File: src/hw/rtl/rid_pkg.sv
package rid_pkg;

  // Major opcodes handled by the decoder.
  localparam logic [6:0] OPC_LUI   = 7'b0110111;
  localparam logic [6:0] OPC_JAL   = 7'b1101111;
  localparam logic [6:0] OPC_JALR  = 7'b1100111;
  localparam logic [6:0] OPC_LOAD  = 7'b0000011;
  localparam logic [6:0] OPC_STORE = 7'b0100011;
  localparam logic [6:0] OPC_OPIMM = 7'b0010011;
  localparam logic [6:0] OPC_OP    = 7'b0110011;

  // funct7 value that selects the alternate form (sub, sra, srai).
  localparam logic [6:0] F7_ALT = 7'b0100000;

  // funct3 values that need special handling.
  localparam logic [2:0] F3_ADD_SUB  = 3'd0;
  localparam logic [2:0] F3_SLL      = 3'd1;
  localparam logic [2:0] F3_SLT      = 3'd2;
  localparam logic [2:0] F3_SLTU     = 3'd3;
  localparam logic [2:0] F3_XOR      = 3'd4;
  localparam logic [2:0] F3_SHIFT_R  = 3'd5;
  localparam logic [2:0] F3_OR       = 3'd6;
  localparam logic [2:0] F3_AND      = 3'd7;
  localparam logic [2:0] F3_LOAD_BAD = 3'd7;

  // Mnemonic codes.
  localparam logic [5:0] MN_NONE = 6'd0;
  localparam logic [5:0] MN_LUI  = 6'd1;
  localparam logic [5:0] MN_JAL  = 6'd2;
  localparam logic [5:0] MN_JALR = 6'd3;
  localparam logic [5:0] MN_LB   = 6'd4;
  localparam logic [5:0] MN_SB   = 6'd11;
  localparam logic [5:0] MN_ADDI = 6'd15;
  localparam logic [5:0] MN_SLTI = 6'd16;
  localparam logic [5:0] MN_SLTIU = 6'd17;
  localparam logic [5:0] MN_XORI = 6'd18;
  localparam logic [5:0] MN_ORI  = 6'd19;
  localparam logic [5:0] MN_ANDI = 6'd20;
  localparam logic [5:0] MN_SLLI = 6'd21;
  localparam logic [5:0] MN_SRLI = 6'd22;
  localparam logic [5:0] MN_SRAI = 6'd23;
  localparam logic [5:0] MN_ADD  = 6'd24;
  localparam logic [5:0] MN_SUB  = 6'd25;
  localparam logic [5:0] MN_SLL  = 6'd26;
  localparam logic [5:0] MN_SLT  = 6'd27;
  localparam logic [5:0] MN_SLTU = 6'd28;
  localparam logic [5:0] MN_XOR  = 6'd29;
  localparam logic [5:0] MN_SRL  = 6'd30;
  localparam logic [5:0] MN_SRA  = 6'd31;
  localparam logic [5:0] MN_OR   = 6'd32;
  localparam logic [5:0] MN_AND  = 6'd33;

  // Operand layouts.
  localparam logic [2:0] LAY_NONE        = 3'd0;
  localparam logic [2:0] LAY_REG_IMM     = 3'd1;
  localparam logic [2:0] LAY_REG_REG_IMM = 3'd2;
  localparam logic [2:0] LAY_REG_OFFSET  = 3'd3;
  localparam logic [2:0] LAY_REG_REG_REG = 3'd4;

  // One decoded instruction.
  typedef struct packed {
    logic [5:0]         mnemonic;
    logic [2:0]         layout;
    logic [4:0]         dest_reg;
    logic [4:0]         src1_reg;
    logic [4:0]         src2_reg;
    logic signed [31:0] immediate;
  } rid_result_t;

endpackage

File: src/hw/rtl/rid_decode.sv
module rid_decode
  import rid_pkg::*;
(
  input  logic [31:0] word,
  output rid_result_t result
);

  logic [6:0]  opc;
  logic [2:0]  f3;
  logic [6:0]  f7;
  logic [31:0] imm_i;
  logic [31:0] imm_s;
  logic [31:0] imm_j;
  logic [31:0] imm_u;
  rid_result_t raw;

  assign opc = word[6:0];
  assign f3  = word[14:12];
  assign f7  = word[31:25];

  assign imm_i = {{20{word[31]}}, word[31:20]};
  assign imm_s = {{20{word[31]}}, word[31:25], word[11:7]};
  assign imm_j = {{12{word[31]}}, word[19:12], word[20], word[30:21], 1'b0};
  assign imm_u = {word[31:12], 12'b0};

  always_comb begin
    raw = '0;
    case (opc)
      OPC_LUI: begin
        raw.mnemonic  = MN_LUI;
        raw.layout    = LAY_REG_IMM;
        raw.dest_reg  = word[11:7];
        raw.immediate = imm_u;
      end
      OPC_JAL: begin
        raw.mnemonic  = MN_JAL;
        raw.layout    = LAY_REG_IMM;
        raw.dest_reg  = word[11:7];
        raw.immediate = imm_j;
      end
      OPC_JALR: begin
        raw.mnemonic  = MN_JALR;
        raw.layout    = LAY_REG_REG_IMM;
        raw.dest_reg  = word[11:7];
        raw.src1_reg  = word[19:15];
        raw.immediate = imm_i;
      end
      OPC_LOAD: begin
        raw.mnemonic  = (f3 == F3_LOAD_BAD) ? MN_NONE : (MN_LB + {3'b0, f3});
        raw.layout    = LAY_REG_OFFSET;
        raw.dest_reg  = word[11:7];
        raw.src1_reg  = word[19:15];
        raw.immediate = imm_i;
      end
      OPC_STORE: begin
        raw.mnemonic  = f3[2] ? MN_NONE : (MN_SB + {4'b0, f3[1:0]});
        raw.layout    = LAY_REG_OFFSET;
        raw.src1_reg  = word[19:15];
        raw.src2_reg  = word[24:20];
        raw.immediate = imm_s;
      end
      OPC_OPIMM: begin
        raw.layout    = LAY_REG_REG_IMM;
        raw.dest_reg  = word[11:7];
        raw.src1_reg  = word[19:15];
        raw.immediate = imm_i;
        case (f3)
          F3_ADD_SUB: raw.mnemonic = MN_ADDI;
          F3_SLL:     raw.mnemonic = MN_SLLI;
          F3_SLT:     raw.mnemonic = MN_SLTI;
          F3_SLTU:    raw.mnemonic = MN_SLTIU;
          F3_XOR:     raw.mnemonic = MN_XORI;
          F3_SHIFT_R: begin
            if (f7 == F7_ALT) begin
              raw.mnemonic  = MN_SRAI;
              raw.immediate = {27'b0, word[24:20]};
            end else begin
              raw.mnemonic = MN_SRLI;
            end
          end
          F3_OR:      raw.mnemonic = MN_ORI;
          default:    raw.mnemonic = MN_ANDI;
        endcase
      end
      OPC_OP: begin
        raw.layout   = LAY_REG_REG_REG;
        raw.dest_reg = word[11:7];
        raw.src1_reg = word[19:15];
        raw.src2_reg = word[24:20];
        case (f3)
          F3_ADD_SUB: raw.mnemonic = (f7 == F7_ALT) ? MN_SUB : MN_ADD;
          F3_SLL:     raw.mnemonic = MN_SLL;
          F3_SLT:     raw.mnemonic = MN_SLT;
          F3_SLTU:    raw.mnemonic = MN_SLTU;
          F3_XOR:     raw.mnemonic = MN_XOR;
          F3_SHIFT_R: raw.mnemonic = (f7 == F7_ALT) ? MN_SRA : MN_SRL;
          F3_OR:      raw.mnemonic = MN_OR;
          default:    raw.mnemonic = MN_AND;
        endcase
      end
      default: begin
        raw = '0;
      end
    endcase
  end

  // An invalid encoding reports nothing but zeros.
  assign result = (raw.mnemonic == MN_NONE) ? '0 : raw;

endmodule

File: src/hw/rtl/riscv_instruction_decoder_top.sv
// Channel  | Handshake              | Payload
// ---------+------------------------+------------------------------------------------
// request  | start (in), busy (out) | instr_word
// result   | done (out)             | mnemonic, layout, dest_reg, src1_reg,
//          |                        | src2_reg, immediate
//
// A request is taken at any rising edge with start high; busy is held low, so a
// new request may arrive in every cycle and the block sustains one per cycle.
// The edge that takes a request loads the input register, and the decoded result
// register loads from it after that; done is high for one cycle while the result
// register holds that request's result. The synchronous reset clears both valid
// flags only. The receiver cannot stall, so nothing holds the pipeline back.
module riscv_instruction_decoder_top
  import rid_pkg::*;
(
  input  logic               clk,
  input  logic               rst,
  input  logic               start,
  output logic               busy,
  input  logic [31:0]        instr_word,
  output logic               done,
  output logic [5:0]         mnemonic,
  output logic [2:0]         layout,
  output logic [4:0]         dest_reg,
  output logic [4:0]         src1_reg,
  output logic [4:0]         src2_reg,
  output logic signed [31:0] immediate
);

  logic        in_valid;
  logic [31:0] in_word;
  rid_result_t decoded;
  rid_result_t result;

  // The decoder never needs to refuse a request.
  assign busy = 1'b0;

  // Input register: captures the instruction word of each accepted request.
  always_ff @(posedge clk) begin
    if (rst) begin
      in_valid <= 1'b0;
    end else begin
      in_valid <= start && !busy;
    end
  end

  always_ff @(posedge clk) begin
    if (start && !busy) begin
      in_word <= instr_word;
    end
  end

  // Purely combinational decode between the two registers.
  rid_decode u_decode (
    .word   (in_word),
    .result (decoded)
  );

  // Result register: the strobe is the registered copy of the input valid flag.
  always_ff @(posedge clk) begin
    if (rst) begin
      done <= 1'b0;
    end else begin
      done <= in_valid;
    end
  end

  always_ff @(posedge clk) begin
    if (in_valid) begin
      result <= decoded;
    end
  end

  assign mnemonic  = result.mnemonic;
  assign layout    = result.layout;
  assign dest_reg  = result.dest_reg;
  assign src1_reg  = result.src1_reg;
  assign src2_reg  = result.src2_reg;
  assign immediate = result.immediate;

endmodule
File: config.mk
export PLATFORM = sky130hd
export DESIGN_NAME = riscv_instruction_decoder_top
export DESIGN_NICKNAME = d
export VERILOG_FILES = /design/src/hw/rtl/rid_pkg.sv /design/src/hw/rtl/rid_decode.sv /design/src/hw/rtl/riscv_instruction_decoder_top.sv
export SDC_FILE = /design/constraint.sdc
export NUM_CORES = 1
export LEC_CHECK = 0
export BUFFER_PORTS_ARGS = -buffer_cell sky130_fd_sc_hd__buf_2
export CORE_MARGIN = 3
export CORE_UTILIZATION = 40
export DETAILED_ROUTE_END_ITERATION = 6
export GPL_TIMING_DRIVEN = 0
export HOLD_SLACK_MARGIN = 0.05
export MAX_ROUTING_LAYER = met4
export PLACE_DENSITY = 0.72
export SYNTH_ARGS = -nofsm -noshare
export SYNTH_HDL_FRONTEND = slang
export SYNTH_SLANG_ARGS = --single-unit
File: constraint.sdc
create_clock -name clk -period 3.5 [get_ports clk]
set_clock_uncertainty 0.2 [all_clocks]
set_input_delay 0.35 -clock clk [delete_from_list [all_inputs] [get_ports clk]]
set_output_delay 0.35 -clock clk [all_outputs]
set_load 0.005 [all_outputs]
==> results.tsv <==
metric	value	unit
outcome	finished clean	
RSZ-0062 raised after global routing	false	
area share of the largest cell type after synthesis	68.4	%
CP startpoint kind	flop	
layout cells sized above 1	29.8	%
Syn Area/Cell	13.2	µm²
# resized after CTS	0	
number of synthesized flops with an enable pin	88	
H-tree levels	3	
antenna violations before repair	0	
critical path, cell by cell	inv_1 -> ha_1 -> or3_1 -> a21oi_1 -> nor3_1 -> a221oi_2 -> and3_1 -> buf_6 -> buf_6 -> buf_6 -> nor2_1	
FMAX	342	MHz
arrival time of the worst setup path	2.83	ns
crit path to	immediate[4]$_SDFFCE_PN0P_	
Worst path most repeated cell	buf_6	
post-route core utilization	53.9	%
crit path max-delay cell type	edfxtp_1	
most common cell in the synthesized netlist	edfxtp_1	
die height	104	µm
via count	2791	
WL per Instance	15.2	µm
Setup TNS	0	ns
total power	2210	µW
DR iter-0 viols	211	
largest family of logic cells by synthesized area	simple AND/OR/NAND/NOR gates	
met2 routed WL	4.25	mm
Core ar.	9330	µm²
max-cap viol count	0	
delay of the slowest cell on the worst path	0.52	ns
top cells by area, synth	edfxtp_1 (68%), nand2_1 (4.2%), a21oi_1 (3.8%)	
Post-Synth Simple-Gate Area	15.5	%
Worst-Skew Late Latency	0.35	ns
clk sinks	90	
average vias per placed instance	4.97	
crit path max fanout	10	
routed length on met3	514	µm
FF+latch area	2680	µm²
multi-input logic area	1050	µm²
vias in the first global route	2721	
post-synthesis xor/xnor area fraction	0.454	%
GR Util All Layers	16.3	%
Netlist cell types	48	
R2R Setup Slk	0.57	ns
Top Ports	93	
pwr/cell area	440	nW/µm²
chip width	104	µm
VDD IR max	0.000202	V
hold_ws	0.400	ns
fin nets	468	
Fillers	790	
Post-synth top cells	edfxtp_1 (88), nand2_1 (43), nor2_1 (31)	
final setup vio count	0	
final period utilization	83.6	%
Post-Synth Adder-Cell Area	1.62	%
final hold vios	0	
Reg-to-Reg Start	in_word[13]$_DFFE_PP_	
first-pass GRT wire length	13.5	mm
setup bufs post-CTS	0	
Initial Util	41.4	%
compound-gate portion of the synthesized area	9.69	%
max_slew headroom	48.7	%
PortBufs	91	
async set or reset register ratio after synthesis	0	%
Hold WC Path Type	reg -> reg	
CTS tree	built	
ys flop type	edfxtp_1	
path depth of the worst reg2reg path	11	
YS warnings	0	
Setup CP Type	reg -> reg	
Die Area	10900	µm²
cells after synthesis	292	
Bufs on Longest Clock Path	2	
type of destination of the critical path	flop	
Slew @ Worst Pin	0.770	ns
CTS root buffer	clkbuf_8	
Leakage Power	0.00175	µW
crit path from	in_word[13]$_DFFE_PP_	
Post-Syn Nets	332	
pin count of the biggest net entering global routing	45	
Met1 Wirelength	3.66	mm
row cnt	35	
DRC errors left	0	
FF+latch count, synth	90	
Period minus WS final	2.93	ns
area grow syn2layout	30.1	%
DP HPWL	5.87	mm
Mapped Area	3860	µm²
final wirelength	8.54	mm
post-route ant nets	0	
leading area contributor after synthesis	edfxtp_1	
GP Congestion	0.912	
drt pass-1 iters	5	
sequential area share after synthesis	69.5	%
# hold bufs at CTS	33	
Data required, critical path	3.40	ns
DR top layer	met4	
final slew viol count	0	
grt total ovfl	0	
ANT cells	0	
multiplexer share of the synthesized area	0	%
CTS buffer count	9	
Crit Reg-Reg Endpoint	immediate[4]$_SDFFCE_PN0P_	
clock-pin slew on the worst setup and hold paths	0.09	ns
-- area by class of cell --
class                           instances  area share [%]
Sequential cell                        90            53.4
Clock inverter                          7            1.37
Buffer                                 15            1.97
Clock buffer                            9            2.47
Multi-Input combinational cell        180            21.0
Timing Repair Buffer                  125            16.0
Inverter                                7           0.523
Tap cell                              129            3.21
-- critical path: cells and delay by family (launching register included) --
kind / cells / cell delay (ns)
buffers and inverters: 4 / 0.51
AOI/OAI and AO/OA: 2 / 0.44
adders and majority gates: 1 / 0.29
and+or+nand+nor: 4 / 0.70
DFF: 1 / 0.52
-- through the flow --
stage	worst slack (ns)	instance area, µm²	std cells
after global routing	0.401	5020	562
after global placement	0.616	4480	512
after floorplan	0.891	3860	292
after detailed placement	0.601	4500	513
final	0.574	5020	562
after CTS	0.581	5020	562
-- cell families (layout without fill, tap and decap cells) --
| logic type | count (synthesis) | count (layout) |
|---|---|---|
| other | 1 | 1 |
| DFF | 90 | 90 |
| xor gates and xnor gates | 2 | 2 |
| buffers and inverters | 22 | 163 |
| and+or+nand+nor | 116 | 116 |
| AOI/OAI and AO/OA | 56 | 56 |
| adders and majority gates | 5 | 5 |
-- routing by layer --
layer | track usage [%] | vias to the layer above
met2 | 28.0 | 131
met5 | - | -
met3 | 2.98 | 11
li1 | - | 1351
met1 | 19.5 | 1298
met4 | 5.22 | 0
-- worst min-delay path by stage --
stage,slack [ns],from,cells past startpoint,end
6_report,0.40,in_word[15]$_DFFE_PP_,2,src1_reg[0]$_SDFFCE_PP0P_
5_1_grt,0.43,in_word[15]$_DFFE_PP_,2,src1_reg[0]$_SDFFCE_PP0P_
4_1_cts,0.40,in_word[15]$_DFFE_PP_,2,src1_reg[0]$_SDFFCE_PP0P_
3_5_place_dp,0.32,rst,2,in_valid$_SDFF_PP0_
3_3_place_gp,0.32,rst,2,in_valid$_SDFF_PP0_
2_1_floorplan,0.22,rst,1,done$_SDFF_PP0_
-- where the power goes --
| group | internal, µW | switching, µW | leakage, µW | total [µW] |
|---|---|---|---|---|
| logic | 110 | 118 | 0.000880 | 229 |
| registers | 1250 | 43.3 | 0.000787 | 1290 |
| clock network | 328 | 360 | 0.0000869 | 688 |
-- cells in the final DEF (no fill, tap or decap), types with 6 or more instances in the layout --
cell type	Yosys	routed
and3b_1	6	6
nor2_1	31	31
nand3_1	9	9
nand2_1	43	43
a21oi_1	29	29
inv_1	7	7
buf_2	7	98
clkbuf_8	0	9
dlygate4sd3_1	0	33
edfxtp_1	88	88
No activity file was read; power rests on OpenSTA's default activity.
